### src/rtl/core/imu_complementary_filter_servo_core_macros.svh
// ---------------------------------------------------------------------------
// imu_complementary_filter_servo_core_macros
// Assertion macros used by the RTL of the IMU filter core.
// ---------------------------------------------------------------------------
`ifndef IMU_COMPLEMENTARY_FILTER_SERVO_CORE_MACROS_SVH
`define IMU_COMPLEMENTARY_FILTER_SERVO_CORE_MACROS_SVH

// Implication checked at every clock edge outside reset.
`define IMUCF_ASSERT_IMP(lbl, ante, cons, msg) \
    lbl: assert property (@(posedge i_clk) disable iff (!i_rst_n) (ante) |-> (cons)) \
        else $error(msg);

// Condition that holds at every clock edge outside reset.
`define IMUCF_ASSERT_ALWAYS(lbl, cond, msg) \
    lbl: assert property (@(posedge i_clk) disable iff (!i_rst_n) (cond)) \
        else $error(msg);

`endif

### src/rtl/core/imucf_pkg.sv
// ---------------------------------------------------------------------------
// imucf_pkg
// Types and fixed constants of the IMU complementary filter core.
// ---------------------------------------------------------------------------
package imucf_pkg;

    // Sequencer states
    typedef enum logic [3:0] {
        ST_IDLE,
        ST_CAL_LD,
        ST_CAL_DIV,
        ST_MUL_LD,
        ST_MUL,
        ST_INC_DIV,
        ST_FILT,
        ST_SRV_LD,
        ST_SRV_DIV,
        ST_OUT
    } t_state;

    // Serial unit lengths
    localparam int DIV_W = 42;   // dividend bits, one per cycle
    localparam int MUL_W = 20;   // elapsed_us bits, one per cycle
    localparam int CNT_W = 6;

    // Divisor width and constant divisors
    localparam int DSR_W = 23;
    localparam logic [DSR_W-1:0] INC_DEN   = 23'd250;
    localparam logic [DSR_W-1:0] SERVO_DEN = 23'd5898240;

    // Servo numerator base: 1500 * 90 * 65536
    localparam logic signed [DIV_W-1:0] SERVO_BASE = 42'sd8847360000;

    // Angle saturation limits
    localparam logic signed [35:0] ANGLE_MAX = 36'sd1073741823;
    localparam logic signed [35:0] ANGLE_MIN = -36'sd1073741824;

endpackage

### src/rtl/core/imu_complementary_filter_servo_core.sv
// ---------------------------------------------------------------------------
// imu_complementary_filter_servo_core
// Gyro/accel complementary filter with gyro offset calibration and three
// servo pulse widths derived from the filtered angles.
// ---------------------------------------------------------------------------
// One sample is worked on at a time. The first CAL_SAMPLES samples give no
// result; the last of them adds three bit-serial offset divisions. A
// calibrated sample goes, per axis, through a bit-serial multiply by
// elapsed_us, a bit-serial division by 250 and the filter update, then
// through three divisions for the servo pulses. All divisions share the
// one bit-serial divider. A new sample is taken while the previous result
// still waits in the output register.
`include "imu_complementary_filter_servo_core_macros.svh"

module imu_complementary_filter_servo_core #(
    parameter int CAL_SAMPLES = 200
) (
    input  logic               i_clk,
    input  logic               i_rst_n,
    input  logic               i_in_valid,
    output logic               o_in_stall,
    input  logic signed [15:0] i_accel_x,
    input  logic signed [15:0] i_accel_y,
    input  logic signed [15:0] i_accel_z,
    input  logic signed [15:0] i_gyro_x,
    input  logic signed [15:0] i_gyro_y,
    input  logic signed [15:0] i_gyro_z,
    input  logic        [19:0] i_elapsed_us,
    output logic               o_out_valid,
    input  logic               i_out_stall,
    output logic signed [30:0] o_roll_angle,
    output logic signed [30:0] o_pitch_angle,
    output logic signed [30:0] o_yaw_angle,
    output logic        [11:0] o_servo_first_us,
    output logic        [10:0] o_servo_second_us,
    output logic        [11:0] o_servo_third_us
);
    import imucf_pkg::*;

    // State and data registers
    t_state r_state, n_state;
    logic [1:0] r_idx, n_idx;
    logic [CNT_W-1:0] r_cnt, n_cnt;
    logic [7:0] r_count, n_count;
    logic r_cal, n_cal;
    logic signed [15:0] r_acc [3];
    logic signed [15:0] r_gyr [3];
    logic [19:0] r_el;
    logic signed [23:0] r_sum [3], n_sum [3];
    logic signed [15:0] r_off [3], n_off [3];
    logic signed [30:0] r_ang [3], n_ang [3];
    logic signed [29:0] r_inc, n_inc;
    logic [11:0] r_s1, n_s1;
    logic [10:0] r_s2, n_s2;
    logic [11:0] r_s3, n_s3;

    // Serial multiplier
    logic signed [36:0] r_prod, n_prod, r_mcand, n_mcand;
    logic [MUL_W-1:0] r_mplr, n_mplr;

    // Serial divider
    logic [DSR_W-1:0] r_rem, n_rem, r_dsr, n_dsr;
    logic [DIV_W-1:0] r_quo, n_quo;
    logic r_neg, n_neg;

    // Output register
    logic r_ov, n_ov;
    logic signed [30:0] r_o_ang [3];
    logic [11:0] r_o_s1;
    logic [10:0] r_o_s2;
    logic [11:0] r_o_s3;
    logic w_load_out;

    logic w_take;
    logic signed [15:0] w_gyr_in [3];

    // Divider step
    logic [DSR_W:0] w_trial;
    logic w_ge;
    logic [DIV_W-1:0] w_quo_fin;
    logic signed [DIV_W-1:0] w_q;
    logic w_div_last;

    // Divider start
    logic w_start;
    logic signed [DIV_W-1:0] w_dvd;
    logic [DSR_W-1:0] w_dsr_sel;

    // Filter datapath
    logic signed [16:0] w_diff;
    logic signed [36:0] w_prod_fin;
    logic signed [35:0] w_s36, w_acc36, w_e, w_est;
    logic signed [30:0] w_sat;
    logic signed [DIV_W-1:0] w_p42, w_r42, w_srv_n;

    assign w_take = i_in_valid && !o_in_stall;
    assign o_in_stall = (r_state != ST_IDLE);

    // Remap gyro axes with 16-bit wrapping negation
    assign w_gyr_in[0] = i_gyro_y;
    assign w_gyr_in[1] = 16'(-i_gyro_x);
    assign w_gyr_in[2] = 16'(-i_gyro_z);

    // One restoring division step
    assign w_trial = {r_rem, r_quo[DIV_W-1]};
    assign w_ge = (w_trial >= {1'b0, r_dsr});
    assign w_quo_fin = {r_quo[DIV_W-2:0], w_ge};
    assign w_q = r_neg ? -$signed(w_quo_fin) : $signed(w_quo_fin);
    assign w_div_last = (r_cnt == CNT_W'(DIV_W - 1));

    // Multiplier step result
    assign w_prod_fin = r_prod + (r_mplr[0] ? r_mcand : 37'sd0);
    assign w_diff = 17'(r_gyr[r_idx]) - 17'(r_off[r_idx]);

    // Filter: (3*(old+inc) + acc*23040) / 4 toward zero, saturated
    assign w_s36 = 36'(r_ang[r_idx]) + 36'(r_inc);
    assign w_acc36 = 36'(r_acc[r_idx]);
    assign w_e = (w_s36 <<< 1) + w_s36 + (w_acc36 <<< 14) + (w_acc36 <<< 12)
               + (w_acc36 <<< 11) + (w_acc36 <<< 9);
    assign w_est = (w_e + (w_e[35] ? 36'sd3 : 36'sd0)) >>> 2;
    always_comb begin
        if (w_est > ANGLE_MAX) begin
            w_sat = 31'(ANGLE_MAX);
        end else if (w_est < ANGLE_MIN) begin
            w_sat = 31'(ANGLE_MIN);
        end else begin
            w_sat = 31'(w_est);
        end
    end

    // Servo numerators
    assign w_p42 = 42'(r_ang[1]);
    assign w_r42 = 42'(r_ang[0]);
    always_comb begin
        case (r_idx)
            2'd0:    w_srv_n = SERVO_BASE + (w_p42 <<< 10) - (w_p42 <<< 4) - (w_p42 <<< 3);
            2'd1:    w_srv_n = SERVO_BASE - (w_r42 <<< 9) + (w_r42 <<< 3) + (w_r42 <<< 2);
            default: w_srv_n = SERVO_BASE - (w_p42 <<< 9) + (w_p42 <<< 3) + (w_p42 <<< 2);
        endcase
    end

    assign w_load_out = (r_state == ST_OUT) && (!r_ov || !i_out_stall);

    // Next state and datapath control
    always_comb begin
        n_state = r_state;
        n_idx   = r_idx;
        n_cnt   = r_cnt;
        n_count = r_count;
        n_cal   = r_cal;
        n_sum   = r_sum;
        n_off   = r_off;
        n_ang   = r_ang;
        n_inc   = r_inc;
        n_s1    = r_s1;
        n_s2    = r_s2;
        n_s3    = r_s3;
        n_prod  = r_prod;
        n_mcand = r_mcand;
        n_mplr  = r_mplr;
        n_rem   = r_rem;
        n_quo   = r_quo;
        n_dsr   = r_dsr;
        n_neg   = r_neg;
        w_start = 1'b0;
        w_dvd   = '0;
        w_dsr_sel = INC_DEN;

        // Advance the divider by one bit
        if (r_state inside {ST_CAL_DIV, ST_INC_DIV, ST_SRV_DIV}) begin
            n_rem = w_ge ? DSR_W'(w_trial - {1'b0, r_dsr}) : DSR_W'(w_trial);
            n_quo = w_quo_fin;
            n_cnt = r_cnt + 1'b1;
        end

        case (r_state)
            ST_IDLE: begin
                if (w_take) begin
                    n_idx = 2'd0;
                    if (r_cal) begin
                        n_state = ST_MUL_LD;
                    end else begin
                        for (int k = 0; k < 3; k++) begin
                            n_sum[k] = r_sum[k] + 24'(w_gyr_in[k]);
                        end
                        n_count = r_count + 1'b1;
                        if (n_count >= 8'(CAL_SAMPLES)) begin
                            n_state = ST_CAL_LD;
                        end
                    end
                end
            end
            ST_CAL_LD: begin
                w_start = 1'b1;
                w_dvd = 42'(r_sum[r_idx]);
                w_dsr_sel = DSR_W'(CAL_SAMPLES);
                n_state = ST_CAL_DIV;
            end
            ST_CAL_DIV: begin
                if (w_div_last) begin
                    n_off[r_idx] = 16'(w_q);
                    if (r_idx == 2'd2) begin
                        n_cal = 1'b1;
                        n_state = ST_IDLE;
                    end else begin
                        n_idx = r_idx + 1'b1;
                        n_state = ST_CAL_LD;
                    end
                end
            end
            ST_MUL_LD: begin
                n_prod  = '0;
                n_mcand = 37'(w_diff);
                n_mplr  = r_el;
                n_cnt   = '0;
                n_state = ST_MUL;
            end
            ST_MUL: begin
                n_prod  = w_prod_fin;
                n_mcand = r_mcand <<< 1;
                n_mplr  = r_mplr >> 1;
                n_cnt   = r_cnt + 1'b1;
                if (r_cnt == CNT_W'(MUL_W - 1)) begin
                    w_start = 1'b1;
                    w_dvd = 42'(w_prod_fin);
                    w_dsr_sel = INC_DEN;
                    n_state = ST_INC_DIV;
                end
            end
            ST_INC_DIV: begin
                if (w_div_last) begin
                    n_inc = 30'(w_q);
                    n_state = ST_FILT;
                end
            end
            ST_FILT: begin
                n_ang[r_idx] = w_sat;
                if (r_idx == 2'd2) begin
                    n_idx = 2'd0;
                    n_state = ST_SRV_LD;
                end else begin
                    n_idx = r_idx + 1'b1;
                    n_state = ST_MUL_LD;
                end
            end
            ST_SRV_LD: begin
                w_start = 1'b1;
                w_dvd = w_srv_n;
                w_dsr_sel = SERVO_DEN;
                n_state = ST_SRV_DIV;
            end
            ST_SRV_DIV: begin
                if (w_div_last) begin
                    case (r_idx)
                        2'd0: begin
                            n_s1 = (w_q < 42'sd500) ? 12'd500 :
                                   (w_q > 42'sd2500) ? 12'd2500 : 12'(w_q);
                        end
                        2'd1: begin
                            n_s2 = (w_q < 42'sd1000) ? 11'd1000 :
                                   (w_q > 42'sd2000) ? 11'd2000 : 11'(w_q);
                        end
                        default: begin
                            n_s3 = (w_q < 42'sd800) ? 12'd800 :
                                   (w_q > 42'sd2200) ? 12'd2200 : 12'(w_q);
                        end
                    endcase
                    if (r_idx == 2'd2) begin
                        n_state = ST_OUT;
                    end else begin
                        n_idx = r_idx + 1'b1;
                        n_state = ST_SRV_LD;
                    end
                end
            end
            ST_OUT: begin
                if (w_load_out) begin
                    n_state = ST_IDLE;
                end
            end
            default: begin
                n_state = ST_IDLE;
            end
        endcase

        // Load the divider with the magnitude of the dividend
        if (w_start) begin
            n_rem = '0;
            n_cnt = '0;
            n_dsr = w_dsr_sel;
            n_neg = w_dvd[DIV_W-1];
            n_quo = w_dvd[DIV_W-1] ? DIV_W'(-w_dvd) : DIV_W'(w_dvd);
        end
    end

    // Output valid: set on load, drop on transfer
    always_comb begin
        n_ov = r_ov;
        if (r_ov && !i_out_stall) begin
            n_ov = 1'b0;
        end
        if (w_load_out) begin
            n_ov = 1'b1;
        end
    end

    // Control registers
    always_ff @(posedge i_clk) begin
        if (!i_rst_n) begin
            r_state <= ST_IDLE;
            r_idx   <= '0;
            r_cnt   <= '0;
            r_count <= '0;
            r_cal   <= 1'b0;
            r_ov    <= 1'b0;
            for (int k = 0; k < 3; k++) begin
                r_sum[k] <= '0;
                r_off[k] <= '0;
                r_ang[k] <= '0;
            end
        end else begin
            r_state <= n_state;
            r_idx   <= n_idx;
            r_cnt   <= n_cnt;
            r_count <= n_count;
            r_cal   <= n_cal;
            r_ov    <= n_ov;
            r_sum   <= n_sum;
            r_off   <= n_off;
            r_ang   <= n_ang;
        end
    end

    // Payload registers
    always_ff @(posedge i_clk) begin
        if (w_take) begin
            r_acc[0] <= 16'(-i_accel_x);
            r_acc[1] <= 16'(-i_accel_y);
            r_acc[2] <= i_accel_z;
            r_gyr    <= w_gyr_in;
            r_el     <= i_elapsed_us;
        end
        r_inc   <= n_inc;
        r_s1    <= n_s1;
        r_s2    <= n_s2;
        r_s3    <= n_s3;
        r_prod  <= n_prod;
        r_mcand <= n_mcand;
        r_mplr  <= n_mplr;
        r_rem   <= n_rem;
        r_quo   <= n_quo;
        r_dsr   <= n_dsr;
        r_neg   <= n_neg;
        if (w_load_out) begin
            r_o_ang <= r_ang;
            r_o_s1  <= r_s1;
            r_o_s2  <= r_s2;
            r_o_s3  <= r_s3;
        end
    end

    assign o_out_valid       = r_ov;
    assign o_roll_angle      = r_o_ang[0];
    assign o_pitch_angle     = r_o_ang[1];
    assign o_yaw_angle       = r_o_ang[2];
    assign o_servo_first_us  = r_o_s1;
    assign o_servo_second_us = r_o_s2;
    assign o_servo_third_us  = r_o_s3;

    // Checks
    `IMUCF_ASSERT_ALWAYS(a_cal_holds, !$fell(r_cal), "calibration flag dropped")
    `IMUCF_ASSERT_IMP(a_filter_needs_cal, r_state == ST_MUL_LD, r_cal,
        "filter started before calibration")
    `IMUCF_ASSERT_IMP(a_servo_range, o_out_valid,
        o_servo_first_us >= 12'd500 && o_servo_first_us <= 12'd2500 &&
        o_servo_second_us >= 11'd1000 && o_servo_second_us <= 11'd2000,
        "servo pulse outside clamp")
    `IMUCF_ASSERT_IMP(a_div_count, r_state == ST_INC_DIV || r_state == ST_SRV_DIV,
        r_cnt <= CNT_W'(DIV_W - 1), "divider ran past its length")

endmodule
### config.mk
export PLATFORM = sky130hd
export DESIGN_NAME = imu_complementary_filter_servo_core
export DESIGN_NICKNAME = d
export VERILOG_FILES = /design/src/rtl/core/imucf_pkg.sv /design/src/rtl/core/imu_complementary_filter_servo_core.sv
export VERILOG_INCLUDE_DIRS = /design/src /design/src/rtl/core
export SDC_FILE = /design/constraint.sdc
export NUM_CORES = 2
export LEC_CHECK = 0
export BUFFER_PORTS_ARGS = -buffer_cell sky130_fd_sc_hd__buf_2
export CAP_MARGIN = 20
export CORE_MARGIN = 2
export CORE_UTILIZATION = 35
export CTS_CLUSTER_SIZE = 20
export DETAILED_ROUTE_END_ITERATION = 10
export GPL_ROUTABILITY_DRIVEN = 1
export PLACE_DENSITY = 0.57
export SYNTH_ARGS = -nofsm -noshare
export SYNTH_HDL_FRONTEND = slang
export SYNTH_SLANG_ARGS = --single-unit
### constraint.sdc
create_clock -name i_clk -period 11.08 [get_ports i_clk]
set_input_delay 1.662 -clock i_clk [delete_from_list [all_inputs] [get_ports i_clk]]
set_output_delay 1.662 -clock i_clk [all_outputs]
set_load 0.01 [all_outputs]
* Yosys cells after proc, flatten, opt, wreduce, memory -nomap -nowiden
Memories as Yosys holds them, arrays and structs flattened. A register that Yosys moved wholly into a read port is not among the register bits. Index checks and enable logic that the tools add are counted.
Word-level totals: flip-flop bits (word level) 679, RAM bits 48, output and inout port bits 130, memories kept 1
Memories:
- r_acc | depth 3, bits a word 16, read ports 1, clocked after Yosys merged registers in 1, wr ports 3, RTL line imu_complementary_filter_servo_core.sv:46 | logic signed [15:0] r_acc [3];
Operators by class: add/subtract/negate cells 31, magnitude comparators 12, eq/ne operators 22, muxes and demuxes 64, bitwise operators 4, reduce and logical (&&, ||, !) cells 33
Operators with widths (number):
- 2-to-1 mux 42 bit | 5
- 2-to-1 mux 31 bit | 5
- case mux 37 bit (2 select lines) | 2
- case mux 42 bit (3 select lines) | 1
- bitwise mux 93 bit | 1
- adder 41 x 34 -> 42 bit | 2
- adder 42 x 33 -> 42 bit | 2
- > comparator 42 x 13 -> 1 bit (second input constant) | 2
- < comparator 42 x 11 -> 1 bit (second input constant) | 2
- negation 42 bit | 2
- case mux 42 bit (2 select lines) | 1
- subtractor 35 x 40 -> 41 bit (first input constant) | 2
- 2-to-1 mux 16 bit | 5
- adder 24 x 16 -> 24 bit | 3
- binary-select mux 16 bit (select 2 bit) | 2
- negation 16 bit | 4
- binary-select mux 31 bit (select 2 bit) | 1
- demux 31 bit (select 2 bit) | 1
- binary-select mux 24 bit (select 2 bit) | 1
- bitwise mux 48 bit | 1
- 2-to-1 mux 24 bit | 2
- case mux 23 bit (2 select lines) | 1
- adder 35 x 41 -> 42 bit (first input constant) | 1
- > comparator 42 x 12 -> 1 bit (second input constant) | 1
- 63 further kinds | 116

* Longest topological paths before layout
depth after elaboration 16, depth in mapped cells 50, depth with buffers taken out 41

* Worst setup path before layout
No wires, ideal clock.
kind register to register, from reg r_idx[1], to reg r_ang[88] (netlist bit), setup time 0.119 ns, arrival 11.106 ns, data required time 10.961 ns, setup slack -0.144 ns, stages on the path, launching flop included 46, period minus slack after synthesis 11.224 ns, cell sequence dfxtp_1 -> buf_2 -> buf_1 -> buf_1 -> clkbuf_1 -> clkbuf_1 -> mux2i_1 -> o21ai_0 -> ha_1 -> fa_1 -> a21o_1 -> a21oi_1 -> o21bai_1 -> a21oi_1 -> o2111ai_1 -> a221o_1 -> a31oi_1 -> a21oi_1 -> [... 10 more ...] -> a21oi_1 -> o21ai_0 -> a2111oi_0 -> nand2_1 -> xnor2_1 -> ha_1 -> nand4_1 -> a211oi_1 -> o31ai_1 -> or4_1 -> buf_2 -> nor3_2 -> nor3_2 -> buf_6 -> nand2b_4 -> buf_6 -> buf_6 -> o221a_2
Between the ends: longest elaborated chain between the ends 16
Ends and longest elaborated chain:
- start, declared | RTL line imu_complementary_filter_servo_core.sv:42 | logic [1:0] r_idx, n_idx;
- start signal, assigned | RTL line imu_complementary_filter_servo_core.sv:323 | r_idx <= n_idx;
- NOT 2 -> 3 bit (not written as such) (*) | RTL line imu_complementary_filter_servo_core.sv:116, imu_complementary_filter_servo_core.sv:237
- binary-select mux 31 bit (select 2 bit) | RTL line imu_complementary_filter_servo_core.sv:116 | assign w_s36 = 36'(r_ang[r_idx]) + 36'(r_inc);
- 2-to-1 mux 31 bit (not written as such) (2 in series) | RTL line imu_complementary_filter_servo_core.sv:116
- adder 31 x 30 -> 32 bit | RTL line imu_complementary_filter_servo_core.sv:116
- adder 33 x 32 -> 34 bit | RTL line imu_complementary_filter_servo_core.sv:118 | assign w_e = (w_s36 <<< 1) + w_s36 + (w_acc36 <<< 14) + (w_acc36 <<< 12)
- adder 34 x 30 -> 35 bit | RTL line imu_complementary_filter_servo_core.sv:118
- adder 35 x 28 -> 36 bit | RTL line imu_complementary_filter_servo_core.sv:118
- adder 36 x 27 -> 36 bit | RTL line imu_complementary_filter_servo_core.sv:119 | + (w_acc36 <<< 11) + (w_acc36 <<< 9);
- adder 36 x 25 -> 36 bit | RTL line imu_complementary_filter_servo_core.sv:119
- 2-to-1 mux 2 bit | RTL line imu_complementary_filter_servo_core.sv:120 | assign w_est = (w_e + (w_e[35] ? 36'sd3 : 36'sd0)) >>> 2;
- adder 36 x 3 -> 36 bit | RTL line imu_complementary_filter_servo_core.sv:120
- < comparator 34 x 31 -> 1 bit | RTL line imu_complementary_filter_servo_core.sv:124 | end else if (w_est < ANGLE_MIN) begin
- 2-to-1 mux 31 bit | RTL line imu_complementary_filter_servo_core.sv:124
- 2-to-1 mux 31 bit | RTL line imu_complementary_filter_servo_core.sv:122 | if (w_est > ANGLE_MAX) begin
- bitwise mux 93 bit (*) | RTL line imu_complementary_filter_servo_core.sv:237 | n_ang[r_idx] = w_sat;
- end signal, assigned | RTL line imu_complementary_filter_servo_core.sv:330 | r_ang <= n_ang;
- end, declared | RTL line imu_complementary_filter_servo_core.sv:51 | logic signed [30:0] r_ang [3], n_ang [3];
Mark *: on every way between the ends. The rest lies on a longest branch, timed or not. The select of a mux whose other input is x is not followed. A chain may end at the register's enable or synchronous reset.

* Final worst setup path
from reg r_idx[0], to reg r_ang[64] (netlist bit)
The elaborated chain is that of the path after synthesis.

==> impl_metrics.ini <==
[power_and_ir_drop]
p_seq_frac = 0.198
share_comb_of_total_power = 0.639
ir_drop_mv = 0.4610
clkPwrFrac = 0.163
sw_frac_of_total = 0.4968
internal_power_mw = 9.405
leakage_nw = 24.21
switchingPower_mw = 9.284
powerDensity_nw_per_um2 = 308.7

[global_routing]
antenna_found_initial = 14
grt_util_all_layers = 0.2241
grt_start_max_net_pins = 95
grt_pass1_vias = 43070
grt_first_pass_wirelength_um = 269700
grt_overflow_total = 0

[critical_path]
path_class = reg -> reg
crit_fanout = 34
startpoint_type = register
crit_buf_inv = 7
worstPathRequired_ps = 11650
timing.rr.start = r_idx[0]$_SDFFE_PN0P_
cp_top_family = compound AO/OA/AOI/OAI gates
cpMostUsedCell = a21oi_1
crit_start = r_idx[0]$_SDFFE_PN0P_
critPathArrivalTime_ps = 10950
max_stage_delay_ps = 590
cp_slowest_cell = a31oi_1
critPathCaptureType = register

[timing]
tightestPinTransition_ps = 1516
min_period_ps = 10380
rsz0062_at_grt = no
drv_slew = 2
clock_skew_ps = 31.91
hold_viol_final = 0
period_share = 0.9368
tns_ps = 0
max_slew_margin = -0.01045
fmaxAchievable_ghz = 0.09634
setup_viol = 0

[die]
io_pins = 250
dieArea_um2 = 156100
start_util = 0.3524
core-area_um2 = 151900
die_w_um = 395.1
die_y_um = 395.1
row_count = 143

[layout]
area_growth_pct = 13.12
antenna_cells = 0
fin_util = 0.3986
nets = 6791
stdcell_count = 8149
stdcell_area_um2 = 60550
drive_above_1_share = 0.1154

[synthesis]
yosysWarnings = 0
synth_seq_area_share = 0.3491
avgSynthCellArea_um2 = 9.180
async_reset_ff_frac = 0
netlist_area_um2 = 53530
synthCells = 5831
ys_seq_elements = 709
syn-num-nets = 6576
yosysUniqueCellTypes = 104
synth-main-ff-cell = edfxtp_1
synth-edff-count = 449

[routing]
drc = 0
drtIter0Drc = 3846
firstDrtPassIters = 8
wirelength_um = 180100
routed_via_density = 5.566
avgRoutedWirePerCell_um = 22.10
ant_nets = 0
vias = 45360

[placement]
place_inst = 7979
placed_area_um2 = 57340
gp_congestion = 0.9838
place_hpwl_um = 140400
numPortBuffers = 249

[clock_tree]
insertion_delay_ps = 730
cts_hold_buf = 0
clk_path_buf_depth = 3
numCtsBuffers = 86
cts_root_buf = clkbuf_16
clk_pin_slew_worst_paths_ps = 60
cts.sinks = 709
cts_tree = yes
h-tree-depth = 3

[worst_hold_path]
worstHoldStart = r_s3[10]$_SDFFCE_PP0P_
hp-class = reg -> reg

[outcome]
violations = slew limit
outcome = finished with violations

[job]
maxCapViolCount = 0
-- flip-flops by register name, indices dropped and copies added (netlist names), 12 cells and up, named ones only --
register	count
o_pitch_angle	31
o_roll_angle	31
o_servo_first_us	12
o_servo_third_us	12
o_yaw_angle	31
r_acc	48
r_ang	93
r_el	20
r_gyr	48
r_inc	30
r_mcand	37
r_mplr	20
r_off	48
r_prod	37
r_quo	42
r_rem	23
r_s1	12
r_s3	12
r_sum	72
-- layer usage --
layer / wire length, um / vias up / share of wire / GRT usage
li1: - / 21570 / - / -
met1: 80250 / 22010 / 0.45 / 0.3067
met2: 81460 / 1488 / 0.45 / 0.3573
met3: 12400 / 276 / 0.069 / 0.03955
met4: 5891 / 14 / 0.033 / 0.07211
met5: 103 / - / 0.00057 / 0
-- power by group through the flow --
stage          clock network [mW]  logic, mW  registers [mW]
6_report                     3.05       11.9            3.70
5_1_grt                      3.21       13.0            3.74
4_1_cts                      3.11       11.7            3.70
3_5_place_dp                    0       11.6            3.75
3_3_place_gp                    0       11.5            3.74
2_1_floorplan                   0       8.33            3.59
-- cells in the final DEF (no fill, tap or decap), types with 42 or more instances in the layout --
cell type / synthesis / layout
a211oi_1: 107 / 106
a21o_1: 112 / 112
a21oi_1: 441 / 438
a31oi_1: 56 / 56
and2_1: 77 / 77
and3_1: 51 / 50
buf_2: 12 / 248
buf_4: 4 / 126
clkbuf_16: 0 / 91
dfxtp_1: 260 / 258
edfxtp_1: 449 / 449
fa_1: 135 / 135
ha_1: 490 / 490
inv_1: 417 / 417
mux2i_1: 132 / 132
nand2_1: 613 / 612
nand2b_1: 59 / 56
nand3_1: 100 / 100
nand4_1: 42 / 42
nor2_1: 413 / 413
nor2b_1: 48 / 46
nor3_1: 113 / 107
o21a_1: 64 / 64
o21ai_0: 318 / 318
o221a_2: 63 / 63
o31ai_1: 51 / 50
or3_1: 45 / 45
xnor2_1: 239 / 238
xor2_1: 144 / 144
-- metrics by stage --
stage	setup slack (ps)	total power, mW	hold slack (ps)
final	700.6	18.69	415.9
after global routing	32.98	19.97	422.6
after CTS	9.927	18.50	414.3
after detailed placement	57.39	15.37	404.5
after global placement	104.1	15.25	403.4
after floorplan	32.39	11.92	400.3
-- Yosys cell counts, types with 56 or more instances --
| cell | n | area (um^2) |
|---|---|---|
| dfxtp_1 | 260 | 5205 |
| fa_1 | 135 | 2703 |
| clkbuf_1 | 220 | 825.8 |
| edfxtp_1 | 449 | 13480 |
| nand3_1 | 100 | 500.5 |
| a21o_1 | 112 | 840.8 |
| nand2_1 | 613 | 2301 |
| a211oi_1 | 107 | 803.3 |
| and2_1 | 77 | 481.7 |
| o21a_1 | 64 | 480.5 |
| inv_1 | 417 | 1565 |
| nor2_1 | 413 | 1550 |
| a21oi_1 | 441 | 2207 |
| a31oi_1 | 56 | 350.3 |
| ha_1 | 490 | 6131 |
| o21ai_0 | 318 | 1592 |
| mux2i_1 | 132 | 1321 |
| nand2b_1 | 59 | 369.1 |
| nor3_1 | 113 | 565.5 |
| xor2_1 | 144 | 1261 |
| xnor2_1 | 239 | 2093 |
| o221a_2 | 63 | 709.4 |
-- area by class of cell --
cell class	instances	area, um^2
fill	15020	91360
multi-input combinational	4449	32390
sequential	709	18700
tap	2030	2540
clock buffer	113	2447
timing repair buffer	379	2262
inverter	421	1583
clock inverter	48	633.1
-- cells by family after synthesis --
| logic type | Yosys count | synth area share |
|---|---|---|
| xor gates and xnor gates | 383 | 0.06267 |
| DFF | 709 | 0.3491 |
| muxes | 140 | 0.02637 |
| adders and majority gates | 625 | 0.1650 |
| buffers and inverters | 673 | 0.04860 |
| and+or+nand+nor | 1726 | 0.1527 |
| AOI/OAI and AO/OA | 1575 | 0.1955 |
-- what timing repair did --
action	in CTS	in global routing
setup buffers	0	7
endpoints found under the setup margin	0	90
gates resized for setup	0	9
-- path summary, 6_finish.rpt --
| path | to | slack [ps] | depth (start not counted) |
|---|---|---|---|
| setup reg to reg | r_ang[64]$_SDFFE_PN0P_ | 700 | 39 |
| setup / recovery | r_ang[64]$_SDFFE_PN0P_ | 700 | 39 |
| hold reg to reg | o_servo_third_us[10]$_DFFE_PP_ | 420 | 0 |
| hold / removal | o_servo_third_us[10]$_DFFE_PP_ | 420 | 0 |
Note: power is estimated with default switching activity, not from simulation.
